===== config.mk =====
export PLATFORM = sky130hd
export DESIGN_NAME = lcd_scanline_mode_timer
export DESIGN_NICKNAME = d
export VERILOG_FILES = /design/src/design/lsmt_pkg.sv /design/src/design/lsmt_step.sv /design/src/design/lcd_scanline_mode_timer.sv
export SDC_FILE = /design/constraint.sdc
export NUM_CORES = 1
export LEC_CHECK = 0
export BUFFER_PORTS_ARGS = -buffer_cell sky130_fd_sc_hd__buf_2
export CAP_MARGIN = 0
export CORE_ASPECT_RATIO = 0.9
export CORE_MARGIN = 2
export CORE_UTILIZATION = 60
export DETAILED_ROUTE_END_ITERATION = 7
export PLACE_DENSITY = 0.81
export SLEW_MARGIN = 25
export SYNTH_ARGS = -nofsm -noshare
export SYNTH_HDL_FRONTEND = slang
export SYNTH_HIERARCHICAL = 1
export SYNTH_SLANG_ARGS = --single-unit

===== constraint.sdc =====
create_clock -name clk -period 5.3 [get_ports clk]
set_clock_uncertainty 0.1 [all_clocks]
set_input_delay 1.325 -clock clk [delete_from_list [all_inputs] [get_ports clk]]
set_output_delay 1.325 -clock clk [all_outputs]
set_load 0.01 [all_outputs]

===== src/design/lsmt_pkg.sv =====
// Shared types, codes and default timing constants of the LCD scanline mode timer.
`default_nettype none

package lsmt_pkg;

  // Default line timing, in clock cycles and lines.
  localparam int LINE_CYCLES_DEF     = 456;
  localparam int HBLANK_CYCLES_DEF   = 204;
  localparam int TRANSFER_CYCLES_DEF = 172;
  localparam int VISIBLE_LINES_DEF   = 144;
  localparam int TOTAL_LINES_DEF     = 154;

  // Field widths.
  localparam int BUDGET_W = 11;
  localparam int LINE_W   = 8;
  localparam int CYCLE_W  = 8;
  localparam int STATEN_W = 4;

  // Bottom of the signed line-cycle budget.
  localparam logic signed [BUDGET_W:0] BUDGET_MIN = -(12'sd1024);

  // STAT interrupt enable bits.
  localparam int STAT_EN_HBLANK = 0;
  localparam int STAT_EN_VBLANK = 1;
  localparam int STAT_EN_OAM    = 2;
  localparam int STAT_EN_LYC    = 3;

  typedef enum logic [1:0] {
    LCD_HBLANK     = 2'd0,
    LCD_VBLANK     = 2'd1,
    LCD_OAM_SCAN   = 2'd2,
    LCD_PIXEL_XFER = 2'd3
  } lcd_mode_t;

  typedef struct packed {
    logic signed [BUDGET_W-1:0] budget;
    logic [LINE_W-1:0]          line;
    lcd_mode_t                  mode;
  } lsmt_state_t;

  typedef struct packed {
    logic [LINE_W-1:0] line_number;
    lcd_mode_t         lcd_mode;
    logic              line_match;
    logic              stat_irq;
    logic              vblank_irq;
    logic              draw_line;
    logic              frame_done;
  } lsmt_result_t;

endpackage

`default_nettype wire


===== src/design/lsmt_step.sv =====
// Next-state and result logic for one burst of elapsed cycles.
`default_nettype none

module lsmt_step
  import lsmt_pkg::*;
#(
  parameter int LINE_CYCLES     = LINE_CYCLES_DEF,
  parameter int HBLANK_CYCLES   = HBLANK_CYCLES_DEF,
  parameter int TRANSFER_CYCLES = TRANSFER_CYCLES_DEF,
  parameter int VISIBLE_LINES   = VISIBLE_LINES_DEF,
  parameter int TOTAL_LINES     = TOTAL_LINES_DEF
) (
  input  lsmt_state_t           state_i,
  input  logic [CYCLE_W-1:0]    elapsed_cycles,
  input  logic                  display_enable,
  input  logic [LINE_W-1:0]     line_compare,
  input  logic [STATEN_W-1:0]   stat_enables,
  output lsmt_state_t           state_o,
  output lsmt_result_t          result_o
);

  localparam logic signed [BUDGET_W+1:0] HB_TH = (BUDGET_W+2)'(HBLANK_CYCLES);
  localparam logic signed [BUDGET_W+1:0] HT_TH =
    (BUDGET_W+2)'(HBLANK_CYCLES + TRANSFER_CYCLES);
  localparam logic [LINE_W-1:0] VIS_LINE = LINE_W'(VISIBLE_LINES);
  localparam logic [LINE_W-1:0] TOT_LINE = LINE_W'(TOTAL_LINES);

  logic signed [BUDGET_W:0]   b_diff;
  logic signed [BUDGET_W-1:0] b1;
  logic signed [BUDGET_W+1:0] b1_ext;
  logic signed [BUDGET_W:0]   b_add;
  logic                       b1_le0;
  logic [LINE_W-1:0]          inc;
  logic                       line_hit;
  logic                       inc_hit;
  logic                       zero_hit;
  logic                       adv;
  logic                       stat;
  logic                       vb;
  logic                       draw;
  lsmt_state_t                nxt;

  always_comb begin
    // Subtract the burst and clamp at the bottom of the budget range.
    b_diff = {state_i.budget[BUDGET_W-1], state_i.budget}
             - $signed({{(BUDGET_W+1-CYCLE_W){1'b0}}, elapsed_cycles});
    if (b_diff < BUDGET_MIN) begin
      b1 = BUDGET_MIN[BUDGET_W-1:0];
    end else begin
      b1 = b_diff[BUDGET_W-1:0];
    end
    b1_ext = {{2{b1[BUDGET_W-1]}}, b1};
    b1_le0 = b1[BUDGET_W-1] | (b1 == '0);
    b_add  = {b1[BUDGET_W-1], b1} + (BUDGET_W+1)'(LINE_CYCLES);

    inc      = state_i.line + LINE_W'(1);
    line_hit = (state_i.line == line_compare) & stat_enables[STAT_EN_LYC];
    inc_hit  = (inc == line_compare) & stat_enables[STAT_EN_LYC];
    zero_hit = (line_compare == '0) & stat_enables[STAT_EN_LYC];

    nxt  = state_i;
    stat = 1'b0;
    vb   = 1'b0;
    draw = 1'b0;
    adv  = 1'b0;

    if (!display_enable) begin
      nxt.budget = BUDGET_W'(LINE_CYCLES);
      nxt.line   = '0;
      nxt.mode   = LCD_HBLANK;
    end else begin
      nxt.budget = b1;
      if (state_i.line >= VIS_LINE) begin
        // VBlank lines: settle in VBlank, then advance when the line runs out.
        if (state_i.mode != LCD_VBLANK) begin
          stat     = line_hit | stat_enables[STAT_EN_VBLANK];
          nxt.mode = LCD_VBLANK;
        end
        adv = b1_le0;
      end else if (b1_le0) begin
        adv = 1'b1;
      end else if (b1_ext <= HB_TH) begin
        if (state_i.mode != LCD_HBLANK) begin
          stat     = line_hit | stat_enables[STAT_EN_HBLANK];
          nxt.mode = LCD_HBLANK;
        end
      end else if (b1_ext <= HT_TH) begin
        if (state_i.mode != LCD_PIXEL_XFER) begin
          draw     = 1'b1;
          stat     = line_hit;
          nxt.mode = LCD_PIXEL_XFER;
        end
      end else begin
        if (state_i.mode != LCD_OAM_SCAN) begin
          stat     = line_hit | stat_enables[STAT_EN_OAM];
          nxt.mode = LCD_OAM_SCAN;
        end
      end

      if (adv) begin
        nxt.budget = b_add[BUDGET_W-1:0];
        nxt.line   = inc;
        stat       = stat | inc_hit;
        if (inc == VIS_LINE) begin
          nxt.mode = LCD_VBLANK;
          stat     = stat | stat_enables[STAT_EN_VBLANK];
          vb       = 1'b1;
        end else if (inc >= TOT_LINE) begin
          // Past the last line of the frame: wrap to the top.
          nxt.line = '0;
          nxt.mode = LCD_OAM_SCAN;
          stat     = stat | zero_hit | stat_enables[STAT_EN_OAM];
        end else if (inc < VIS_LINE) begin
          nxt.mode = LCD_OAM_SCAN;
          stat     = stat | stat_enables[STAT_EN_OAM];
        end
      end
    end
  end

  assign state_o              = nxt;
  assign result_o.line_number = nxt.line;
  assign result_o.lcd_mode    = nxt.mode;
  assign result_o.line_match  = (nxt.line == line_compare);
  assign result_o.stat_irq    = stat;
  assign result_o.vblank_irq  = vb;
  assign result_o.draw_line   = draw;
  assign result_o.frame_done  = vb;

endmodule

`default_nettype wire


===== src/design/lcd_scanline_mode_timer.sv =====
// Top level of the LCD scanline mode timer: input register, timing state and result register.
`default_nettype none

// Each input transfer carries a burst of elapsed clock cycles with the live LCD enable,
// LYC value and STAT interrupt enables; each one produces exactly one result transfer
// with LY, the mode, the LYC match flag and the interrupt and strobe pulses of that step.
// The block takes one transfer per clock cycle when the output side keeps up. Each
// accepted item is held in the input register, where the step logic works against
// the line-cycle budget, line and mode registers, and its result then waits in the
// result register until it is taken. Timing state is updated as an item leaves the
// input register, so back-to-back items see each other's effects in order. The result
// register lets a new input be taken while a finished result still waits, and a stall
// on the output side holds both stages in place. Reset puts the timer at line 0 in OAM
// scan with a full line of cycles in the budget.
module lcd_scanline_mode_timer
  import lsmt_pkg::*;
#(
  parameter int LINE_CYCLES     = LINE_CYCLES_DEF,
  parameter int HBLANK_CYCLES   = HBLANK_CYCLES_DEF,
  parameter int TRANSFER_CYCLES = TRANSFER_CYCLES_DEF,
  parameter int VISIBLE_LINES   = VISIBLE_LINES_DEF,
  parameter int TOTAL_LINES     = TOTAL_LINES_DEF
) (
  input  logic        clk,
  input  logic        rst_n,
  input  logic        in_tvalid,
  output logic        in_tready,
  // [7:0] elapsed_cycles, [8] display_enable, [16:9] line_compare,
  // [20:17] stat_enables, [23:21] zero
  input  logic [23:0] in_tdata,
  output logic        out_tvalid,
  input  logic        out_tready,
  // [7:0] line_number, [9:8] lcd_mode, [10] line_match, [11] stat_irq,
  // [12] vblank_irq, [13] draw_line, [15:14] zero
  output logic [15:0] out_tdata,
  // Frame done: set on the result that enters the first VBlank line.
  output logic        out_tlast
);

  logic                  s1_valid_r;
  logic                  s1_valid_nxt;
  logic [CYCLE_W-1:0]    s1_cycles_r;
  logic                  s1_enable_r;
  logic [LINE_W-1:0]     s1_lyc_r;
  logic [STATEN_W-1:0]   s1_en_r;
  logic                  s1_move;
  logic                  in_take;

  lsmt_state_t           state_r;
  lsmt_state_t           state_nxt;
  lsmt_result_t          step_res;
  lsmt_result_t          res_r;
  logic                  out_valid_r;
  logic                  out_valid_nxt;

  // The held item moves on when the result register is empty or being drained.
  assign s1_move   = s1_valid_r & (~out_valid_r | out_tready);
  assign in_tready = ~s1_valid_r | s1_move;
  assign in_take   = in_tvalid & in_tready;

  assign s1_valid_nxt  = in_take | (s1_valid_r & ~s1_move);
  assign out_valid_nxt = s1_move | (out_valid_r & ~out_tready);

  lsmt_step #(
    .LINE_CYCLES    (LINE_CYCLES),
    .HBLANK_CYCLES  (HBLANK_CYCLES),
    .TRANSFER_CYCLES(TRANSFER_CYCLES),
    .VISIBLE_LINES  (VISIBLE_LINES),
    .TOTAL_LINES    (TOTAL_LINES)
  ) u_step (
    .state_i       (state_r),
    .elapsed_cycles(s1_cycles_r),
    .display_enable(s1_enable_r),
    .line_compare  (s1_lyc_r),
    .stat_enables  (s1_en_r),
    .state_o       (state_nxt),
    .result_o      (step_res)
  );

  // Control state and the timing registers.
  always_ff @(posedge clk) begin
    if (!rst_n) begin
      s1_valid_r     <= 1'b0;
      out_valid_r    <= 1'b0;
      state_r.budget <= BUDGET_W'(LINE_CYCLES);
      state_r.line   <= '0;
      state_r.mode   <= LCD_OAM_SCAN;
    end else begin
      s1_valid_r  <= s1_valid_nxt;
      out_valid_r <= out_valid_nxt;
      if (s1_move) begin
        state_r <= state_nxt;
      end
    end
  end

  // Payload registers.
  always_ff @(posedge clk) begin
    if (in_take) begin
      s1_cycles_r <= in_tdata[7:0];
      s1_enable_r <= in_tdata[8];
      s1_lyc_r    <= in_tdata[16:9];
      s1_en_r     <= in_tdata[20:17];
    end
    if (s1_move) begin
      res_r <= step_res;
    end
  end

  assign out_tvalid = out_valid_r;
  assign out_tdata  = {2'b00, res_r.draw_line, res_r.vblank_irq, res_r.stat_irq,
                       res_r.line_match, res_r.lcd_mode, res_r.line_number};
  assign out_tlast  = res_r.frame_done;

endmodule

`default_nettype wire


**Word level (Yosys, flattened, before mapping)**

Cells that the tools add are included.

- Bits in registers: 58
- Word-level logic and storage cells: 96

- $add $sub $neg: 3
- Magnitude comparators: 6
- Equality and inequality tests: 7
- Mux-type cells: 34
- Bitwise operators: 26
- Reductions and logical operators: 5

Operators with widths:

| kind | number |
|---|---|
| $mux W21 | 2 |
| $eq A8 B8 Y1 | 3 |
| $mux W2 | 11 |
| $mux W1 | 18 |
| $ge A8 B8 Y1 const B | 2 |
| $mux W8 | 2 |
| $or A1 B1 Y1 | 13 |
| $lt A12 B11 Y1 const B | 1 |
| $sub A11 B9 Y12 | 1 |
| $add A11 B10 Y11 const B | 1 |
| $le A11 B10 Y1 const B | 1 |
| $le A11 B9 Y1 const B | 1 |
| $logic_not A11 Y1 | 1 |
| $mux W11 | 1 |
| $add A8 B1 Y8 const B | 1 |
| $eq A8 B8 Y1 const B | 1 |
| $logic_not A8 Y1 | 1 |
| $lt A8 B8 Y1 const B | 1 |
| $and A1 B1 Y1 | 7 |
| $not A1 Y1 | 6 |
| $reduce_or A5 Y1 | 1 |
| $ne A2 B2 Y1 const B | 2 |
| $ne A2 B1 Y1 const B | 1 |
| $reduce_and A2 Y1 | 1 |
| $reduce_bool A2 Y1 | 1 |

**Longest topological paths before layout**

Gate-level depths: netlist of the first run.

- Depth in word-level cells: 15
- Mapped depth: 19
- Mapped depth without buffers: 18

**By module**

The synthesis of the first run kept the hierarchy.

By module, submodules not included:

| module | instances | cells each | area an instance (sq um) |
|---|---|---|---|
| lsmt_step | 1 | 358 | 2,337.2 |
| lcd_scanline_mode_timer | 1 | 141 | 2,053.2 |

**Worst setup path before layout of the first run**

No wires, ideal clock.

- Path type: reg2reg
- From: register state_r[10] (netlist name)
- To: register res_r, in the netlist out_tdata[11], data pin
- Library setup time: 251 ps
- Arrival: 3,508 ps
- Data required time: 4,949 ps
- Slack: 1,441 ps
- Cell stages (with the launch flop): 19
- Path through: dfxtp_1 inv_1 ha_1 inv_1 fa_1 a211oi_2 nor3_2 or2_1 a31oi_2 inv_1 nor3_1 ha_1 a32oi_1 o21a_1 a211oi_1 xnor2_1 o211ai_1 a21oi_1 buf_4

- Word-level cells in the longest chain between the ends: 15

RTL lines:

| what | RTL line | text |
|---|---|---|
| from (decl) | lcd_scanline_mode_timer.sv:49 | `lsmt_state_t state_r;` |
| from (signal assigned) | lcd_scanline_mode_timer.sv:92 | `state_r <= state_nxt;` |
| $sub A11 B9 Y12 (*) | lsmt_step.sv:46 | `- $signed({{(BUDGET_W+1-CYCLE_W){1'b0}}, elapsed_cycles});` |
| $lt A12 B11 Y1 | lsmt_step.sv:47 | `if (b_diff < BUDGET_MIN) begin` |
| $mux W11 (*) | lsmt_step.sv:47 |  |
| $le A11 B10 Y1 | lsmt_step.sv:87 | `end else if (b1_ext <= HT_TH) begin` |
| $mux W1 | lsmt_step.sv:87 |  |
| $mux W1 | lsmt_step.sv:82 | `end else if (b1_ext <= HB_TH) begin` |
| $mux W1 | lsmt_step.sv:80 | `end else if (b1_le0) begin` |
| $mux W1 | lsmt_step.sv:73 | `if (state_i.line >= VIS_LINE) begin` |
| $mux W1 | lsmt_step.sv:67 | `if (!display_enable) begin` |
| $or A1 B1 Y1 | lsmt_step.sv:103 | `stat = stat \| inc_hit;` |
| $or A1 B1 Y1, on equally long branches | lsmt_step.sv:115, lsmt_step.sv:112 |  |
| $mux W1 / $or A1 B1 Y1 (equally long branches) | lsmt_step.sv:113, lsmt_step.sv:112 |  |
| $mux W1 | lsmt_step.sv:108 | `end else if (inc >= TOT_LINE) begin` |
| $mux W1 | lsmt_step.sv:104 | `if (inc == VIS_LINE) begin` |
| $mux W1 (*) | lsmt_step.sv:100 | `if (adv) begin` |
| to (signal assigned) | lcd_scanline_mode_timer.sv:106 | `res_r <= step_res;` |
| to (decl) | lcd_scanline_mode_timer.sv:52 | `lsmt_result_t res_r;` |

Every way passes the cells marked *; elsewhere a longest branch is shown, timed or not. The select of a mux whose other input is x is not followed.
A chain may end at the register's enable or synchronous reset.

**Final worst setup path of the first run**

Same ends and word-level chain as after synthesis.

==> impl_results.md, run 1 <==
- Final number of setup-violating endpoints: 0
- Count of different cell masters after synthesis: 80
- Highest attainable clock frequency: 218 MHz
- Number of buffers added by the clock tree synthesis step: 9
- Clock power frac: 0.341
- Die Span Y: 85.2 um
- Setup Buffers After CTS: 0
- Kind of end point of the critical path: register
- Crit path DAT: 4.56 ns
- RSZ-0062 raised after global routing: no
- Final worst slack: 0.707 ns
- Crit Path Max Fanout: 7
- Most common cell type on the critical path: sky130_fd_sc_hd__inv_1
- Gr usage total: 0.266
- Worst-case setup slack after placement: 0.888 ns
- Mean area per synthesized cell: 8.80 um2
- Diodes inserted: 0
- Final-layout setup total negative slack: 0 ns
- Clock insertion delay at the later pin of the skew report: 0.34 ns
- Hold bufs inserted after CTS: 0
- Slowest library cell on the worst path: sky130_fd_sc_hd__a211oi_1
- Routed length per placed instance: 16.6 um
- Placeable core region: 7080 um2
- Antenna violation net count after detailed routing: 0
- Tmin final: 4.59 ns
- # port buffers: 41
- Half-perimeter wire length after detailed placement: 7.43 mm
- Highest-utilization routing layer at the global route stage: met2
- Number of global-route vias before repair: 3438
- Max-slew violation count: 0
- Std cell rows: 29
- Met2 GRT Util: 0.398
- R2r endpoint: out_tdata[11]
- Chip Width: 94.2 um
- Hold Path Cell Cnt: 2
- Count of filler cells inserted in the layout: 576
- Initial cell density of the core: 0.621
- Commonest cells after routing, fill and taps aside: sky130_fd_sc_hd__nand2_1 (66), sky130_fd_sc_hd__buf_2 (41), sky130_fd_sc_hd__edfxtp_1 (36)
- Root buffer cell: sky130_fd_sc_hd__clkbuf_8
- Count of mapped cells out of synthesis: 499
- Cell-internal power: 835 uW
- Syn Std Cell Area: 4390 um2
- Initial antenna violation count: 0
- Worst r2r path cells: 17
- Commonest non-fill, non-tap cell in the layout: sky130_fd_sc_hd__nand2_1
- Final cycle utilization of the critical path: 0.867
- Clock tree from TritonCTS: yes
- Number of search-and-repair iterations in the first detailed-routing pass: 5
- Number of flops mapped to enable cells by yosys: 36
- Global-route met1 utilization: 0.391
- Met3 Track Usage GR: 0.0497
- Power Dens Cells: 253 nW/um2
- Layout net count: 554
- DRC violations left: 0
- Total vias in the final route: 3816
- Register-to-register setup slack: 0.71 ns
- Worst endpoint required time: 5.26 ns
- Critical R2R Launch: state_r[10]
- Startpoint kind of the worst setup timing path: register
- Hold path startpoint: state_r[14]
- Part of the power in registers: 0.453
- Count of routing violations after the opening detailed-route iteration: 483
- Maximum number of pins on one net before global-route repair: 40
- Most frequently used flop master after synthesis: sky130_fd_sc_hd__edfxtp_1
- Total wire length: 10.1 mm
- IR drop worst, VDD: 0.238 mV
- Final standard cell count with taps included and fillers excluded: 610
- Maxcap violations: 0
- Final hold viol count: 0
- Max_slew headroom: 0.434
- Reported net switching power: 338 uW
- Hold Path End: state_r[14]
- Global-route congestion overflow total: 0
- Static leakage power: 0.00172 uW
- First-pass GRT wire length: 16.8 mm
- Total placed cells including tap cells: 594
- Per-cell via count in the routed design: 6.26
- Area added between synthesis and finish: 5.76%
- Share of async-settable or async-resettable flops after synthesis: 0
- Maximum buffer depth of the clock tree: 2
- Number of top-level design ports: 47
- CTS sink cnt: 59
- CTS H-tree lvls: 3
- Switching power as a share of total power: 0.288
- Max stage delay on crit path: 0.51 ns
- Actual transition at the worst max-transition pin: 0.849 ns
- Proportion of power drawn by combinational gates: 0.207
- Synth Register Bits: 59
- Clock-pin slew of the registers on the worst-case setup and hold paths: 0.07 ns
- Floorplan die area: 8020 um2
- Hold/Removal Path Class: reg2reg
- Cell breakdown of the critical path: inv_1, ha_1, inv_1, fa_1, a211oi_2, nor3_2, or2_1, a31oi_2, inv_1, nor3_1, ha_1, a32oi_1, o21a_1, a211oi_1, xnor2_1, o211ai_1, a21oi_1
- Crit Path Category: reg2reg
- Post-cts repair resize count: 0
- Status: finished, final reports clean
- Placer Congestion: 0.956
- Fraction of final layout cells with drive strength greater than 1: 0.155
- Count of warnings emitted by yosys: 6
- Sequential area share after synthesis: 0.351
-- sequential cells by signal, summed over array words and instances, names as in the netlist --
name         cells
out_tdata       14
out_tvalid       1
state_r         21
s1_cycles_r      8
s1_enable_r      1
s1_valid_r       1
s1_en_r          4
out_tlast        1
s1_lyc_r         8
-- power by group through the flow --
stage / clock network [uW] / registers, uW / logic (uW)
2_1_floorplan: 0 / 533 / 198
4_1_cts: 407 / 530 / 237
3_3_place_gp: 0 / 539 / 229
3_5_place_dp: 0 / 540 / 235
5_1_grt: 425 / 533 / 266
6_report: 400 / 531 / 242
-- area by class of cell --
| cell class | instances | area [um2] | share of cell area |
|---|---|---|---|
| clock buffer | 11 | 141 | 0.0305 |
| clock inverter | 5 | 51.3 | 0.0110 |
| timing repair buffer | 43 | 220 | 0.0474 |
| tap | 93 | 116 | 0.0251 |
| multi-input combinational | 366 | 2450 | 0.527 |
| sequential | 59 | 1540 | 0.332 |
| inverter | 33 | 124 | 0.0267 |
-- kinds of logic (layout without fill, tap and decap cells) --
logic type	count (synthesis)	count (layout)	share of synthesized area
AOI/OAI and AO/OA	121	121	0.202
muxes	19	19	0.0465
xor gates and xnor gates	24	24	0.0479
and+or+nand+nor	186	186	0.218
adders and majority gates	14	14	0.0416
other	1	2	0.000854
DFF	59	59	0.351
buffers and inverters	75	92	0.0920
-- worst max-delay path, delay by kind of cell (launching register included) --
family,cells,cell delay [ns]
xor gates and xnor gates,1,0.16
and+or+nand+nor,3,0.79
buffers and inverters,3,0.25
adders and majority gates,3,0.87
DFF,1,0.33
AOI/OAI and AO/OA,7,1.83
-- per-stage QoR --
step           hold slack, ns  utilization  total power [uW]  cell area, um2
2_1_floorplan           0.334            -               731            4390
3_3_place_gp            0.344        0.629               768            4450
3_5_place_dp            0.374        0.629               775            4450
4_1_cts                 0.392        0.656              1170            4640
5_1_grt                 0.418        0.656              1220            4640
6_report                0.396        0.656              1170            4640
-- cells in the mapped netlist, types with 3 or more instances --
cell type	number	area share
sky130_fd_sc_hd__nor4b_1	3	0.0060
sky130_fd_sc_hd__xor2_1	3	0.0060
sky130_fd_sc_hd__and3_1	3	0.0043
sky130_fd_sc_hd__a21oi_1	18	0.021
sky130_fd_sc_hd__buf_6	3	0.0077
sky130_fd_sc_hd__nor3_1	20	0.023
sky130_fd_sc_hd__a31oi_1	4	0.0057
sky130_fd_sc_hd__nand2_1	66	0.056
sky130_fd_sc_hd__o211ai_1	7	0.012
sky130_fd_sc_hd__clkbuf_1	10	0.0086
sky130_fd_sc_hd__dfxtp_1	23	0.10
sky130_fd_sc_hd__or3_1	3	0.0043
sky130_fd_sc_hd__a21o_1	8	0.014
sky130_fd_sc_hd__o22ai_1	5	0.0071
sky130_fd_sc_hd__inv_1	32	0.027
sky130_fd_sc_hd__edfxtp_1	36	0.25
sky130_fd_sc_hd__a211o_1	4	0.0080
sky130_fd_sc_hd__a211oi_1	12	0.021
sky130_fd_sc_hd__o21a_1	5	0.0086
sky130_fd_sc_hd__nand3b_1	4	0.0068
sky130_fd_sc_hd__ha_1	13	0.037
sky130_fd_sc_hd__o31ai_1	4	0.0068
sky130_fd_sc_hd__nor2_1	32	0.027
sky130_fd_sc_hd__buf_4	20	0.034
sky130_fd_sc_hd__nor2b_1	4	0.0057
sky130_fd_sc_hd__o311ai_1	5	0.010
sky130_fd_sc_hd__or2_1	4	0.0057
sky130_fd_sc_hd__nand3_1	11	0.013
sky130_fd_sc_hd__and2_1	6	0.0086
sky130_fd_sc_hd__xnor2_1	21	0.042
sky130_fd_sc_hd__nand2b_1	6	0.0086
sky130_fd_sc_hd__o21ai_0	19	0.022
sky130_fd_sc_hd__mux2i_1	17	0.039
sky130_fd_sc_hd__buf_2	7	0.0080
sky130_fd_sc_hd__nor4_1	3	0.0043
sky130_fd_sc_hd__nand4_1	7	0.010
-- worst max path at each step --
stage / end / depth (start not counted) / from / slack (ns)
finish: out_tdata[11] / 17 / state_r[10] / 0.71
global route: out_tdata[11] / 17 / state_r[10] / 0.39
CTS: out_tdata[11] / 17 / state_r[10] / 0.83
detailed placement: out_tdata[11] / 17 / state_r[10] / 0.89
global placement: state_r[0] / 18 / state_r[10] / 1.05
floorplan: out_tdata[11] / 18 / state_r[10] / 1.44
-- routing by layer --
layer,vias to the layer above,share of wire
met2,198,0.43
li1,1824,-
met4,0,0.016
met3,20,0.080
met5,-,0
met1,1774,0.47
No activity file was read; power rests on OpenSTA's default activity.
==> inputs of run 2 (changes only) <==
--- a/config.mk
+++ b/config.mk
@@ -5,6 +5,7 @@
 export SDC_FILE = /design/constraint.sdc
 export NUM_CORES = 1
 export LEC_CHECK = 0
+export ABC_AREA = 1
 export BUFFER_PORTS_ARGS = -buffer_cell sky130_fd_sc_hd__buf_2
 export CAP_MARGIN = 0
 export CORE_ASPECT_RATIO = 0.9
==> impl_results.md, run 2 <==
- Status: finished, final reports clean
- Count of different cell masters after synthesis: 48
- Max-slew violation count: 0
- Maximum buffer depth of the clock tree: 2
- Share of async-settable or async-resettable flops after synthesis: 0
- Actual transition at the worst max-transition pin: 0.790 ns
- Commonest cells after routing, fill and taps aside: sky130_fd_sc_hd__nand2_1 (147), sky130_fd_sc_hd__inv_1 (91), sky130_fd_sc_hd__nand3_1 (70)
- Layout net count: 666
- Worst r2r path cells: 24
- Std cell rows: 29
- Biggest area consumer among synthesized cells: sky130_fd_sc_hd__edfxtp_1
- Commonest non-fill, non-tap cell in the layout: sky130_fd_sc_hd__nand2_1
- Floorplan die area: 7810 um2
- Hold Path Cell Cnt: 2
- Count of routing violations after the opening detailed-route iteration: 330
- Proportion of power drawn by combinational gates: 0.288
- RSZ-0062 raised after global routing: no
- Number of flops mapped to enable cells by yosys: 36
- Sequential area share after synthesis: 0.361
- Final number of setup-violating endpoints: 0
- Number of buffers added by the clock tree synthesis step: 9
- Placer Congestion: 0.959
- Count of warnings emitted by yosys: 6
- Syn Std Cell Area: 4270 um2
- Maximum number of pins on one net before global-route repair: 41
- IR drop worst, VDD: 0.232 mV
- Clock-pin slew of the registers on the worst-case setup and hold paths: 0.07 ns
- Kind of end point of the critical path: register
- DRC violations left: 0
- Area of all placed cells without fillers: 4590 um2
- Number of global-route vias before repair: 3582
- Register bank with the most flops: state_r
- Clock power frac: 0.303
- Placeable core region: 6970 um2
- Count of mapped cells out of synthesis: 601
- Setup Buffers After CTS: 0
- First-pass GRT wire length: 16.5 mm
- Total wire length: 9.73 mm
- Die Span Y: 84.1 um
- Chip Width: 93.0 um
- Final worst slack: 1.77 ns
- Hold/Removal Path Class: reg2reg
- Leading cell types by count after synthesis: sky130_fd_sc_hd__nand2_1 (147), sky130_fd_sc_hd__inv_1 (91), sky130_fd_sc_hd__nand3_1 (70)
- Total vias in the final route: 3920
- Max_slew headroom: 0.473
- Gr usage total: 0.264
- Worst endpoint required time: 5.46 ns
- Post-cts repair resize count: 0
- Static leakage power: 0.00228 uW
- Final hold viol count: 0
- Tmin final: 3.53 ns
- Hold bufs inserted after CTS: 0
- Crit Path Category: reg2reg
- Mean area per synthesized cell: 7.11 um2
- CTS H-tree lvls: 3
- Highest attainable clock frequency: 283 MHz
- Final cycle utilization of the critical path: 0.667
- Startpoint kind of the worst setup timing path: register
- Top cell type's share of synthesized area: 0.253
- Per-cell via count in the routed design: 5.43
- Largest register FFs: 21
- Area added between synthesis and finish: 7.47%
- Routed length per placed instance: 13.5 um
- Switching power as a share of total power: 0.345
- Initial antenna violation count: 0
- Reported net switching power: 464 uW
- Synth Register Bits: 59
- Maxcap violations: 0
- Crit path DAT: 3.70 ns
- Antenna violation net count after detailed routing: 0
- Global-route congestion overflow total: 0
- Clock tree from TritonCTS: yes
- Power Dens Cells: 293 nW/um2
- PnR Total Power: 1350 uW
- Part of the power in registers: 0.409
- Number of top-level design ports: 47
- CTS sink cnt: 59
- Leading post-synthesis cells by cell area: sky130_fd_sc_hd__edfxtp_1 (25%), sky130_fd_sc_hd__nand2_1 (13%), sky130_fd_sc_hd__dfxtp_1 (11%), sky130_fd_sc_hd__nand3_1 (8.2%), sky130_fd_sc_hd__inv_1 (8.0%)
- Worst Hold Margin: 0.401 ns
- Root buffer cell: sky130_fd_sc_hd__clkbuf_8
- Most frequently used flop master after synthesis: sky130_fd_sc_hd__edfxtp_1
- # port buffers: 41
- Fraction of final layout cells with drive strength greater than 1: 0.143
- Worst-case setup slack after placement: 1.88 ns
- Number of search-and-repair iterations in the first detailed-routing pass: 5
- Crit Path Max Fanout: 16
- Final-layout setup total negative slack: 0 ns
- Half-perimeter wire length after detailed placement: 7.24 mm
- Initial cell density of the core: 0.613
- Clock insertion delay at the later pin of the skew report: 0.33 ns
- Diodes inserted: 0
- Dpl cell area: 4390 um2
- Cell-internal power: 881 uW
- Most frequently used cell type in the post-synthesis netlist: sky130_fd_sc_hd__nand2_1
[run 2: final timing paths]
kind	startpoint	endpoint	slack, ns
min reg2reg	state_r[13]	state_r[13]	0.40
max	state_r[10]	state_r[0]	1.77
min	state_r[13]	state_r[13]	0.40
max reg2reg	state_r[10]	state_r[0]	1.77
[run 2: worst max-delay path, stage by stage (launching register included)]
cell and delay, ns:
sky130_fd_sc_hd__dfxtp_1 0.31, sky130_fd_sc_hd__inv_1 0.05, sky130_fd_sc_hd__ha_1 0.13, sky130_fd_sc_hd__inv_1 0.07, sky130_fd_sc_hd__fa_1 0.44, sky130_fd_sc_hd__nand3_1 0.15
sky130_fd_sc_hd__nand4_1 0.19, sky130_fd_sc_hd__nand3_4 0.25, sky130_fd_sc_hd__nand2_1 0.18, sky130_fd_sc_hd__inv_1 0.11, sky130_fd_sc_hd__ha_1 0.14, sky130_fd_sc_hd__nand2_1 0.04
sky130_fd_sc_hd__o21ai_0 0.16, sky130_fd_sc_hd__nand2_1 0.06, sky130_fd_sc_hd__nand2_1 0.06, sky130_fd_sc_hd__nand2_1 0.05, sky130_fd_sc_hd__nor2_1 0.24, sky130_fd_sc_hd__nand2_1 0.13
sky130_fd_sc_hd__nand2_1 0.08, sky130_fd_sc_hd__nand2_1 0.05, sky130_fd_sc_hd__a21oi_1 0.18, sky130_fd_sc_hd__inv_1 0.07, sky130_fd_sc_hd__nand3_1 0.08, sky130_fd_sc_hd__nand2_1 0.05
sky130_fd_sc_hd__nor2_1 0.09
[run 2: final cells by class]
class                           count  area, um2
Fill cell                         634       2370
Multi-Input combinational cell    409       2130
Sequential cell                    59       1540
Inverter                          102        383
Timing Repair Buffer               43        220
Clock buffer                       10        138
Tap cell                           93        116
Clock inverter                      6       63.8
[run 2: kinds of logic after synthesis]
group                    share of synthesized area
adder cells (fa/ha/maj)                     0.0428
XOR/XNOR                                    0.0307
buffers and inverters                        0.142
other                                     0.000878
flip-flops                                   0.361
AO/OA/AOI/OAI                               0.0870
AND/OR/NAND/NOR                              0.336
[run 2: per-stage QoR]
stage                util  cells
global route        0.659    722
floorplan               -    602
finish              0.659    722
global placement    0.630    706
CTS                 0.659    722
detailed placement  0.630    706
[run 2: power groups by stage]
stage | logic (uW) | clock network, uW | registers, uW
final | 388 | 408 | 550
after global routing | 437 | 440 | 553
after CTS | 380 | 413 | 549
after detailed placement | 377 | 0 | 559
after global placement | 365 | 0 | 558
after floorplan | 321 | 0 | 554
[run 2: layer usage]
metal / track usage / share of wire
met1: 0.399 / 0.47
met2: 0.392 / 0.44
met3: 0.0470 / 0.079
met4: 0.0682 / 0.0085
met5: 0 / 0
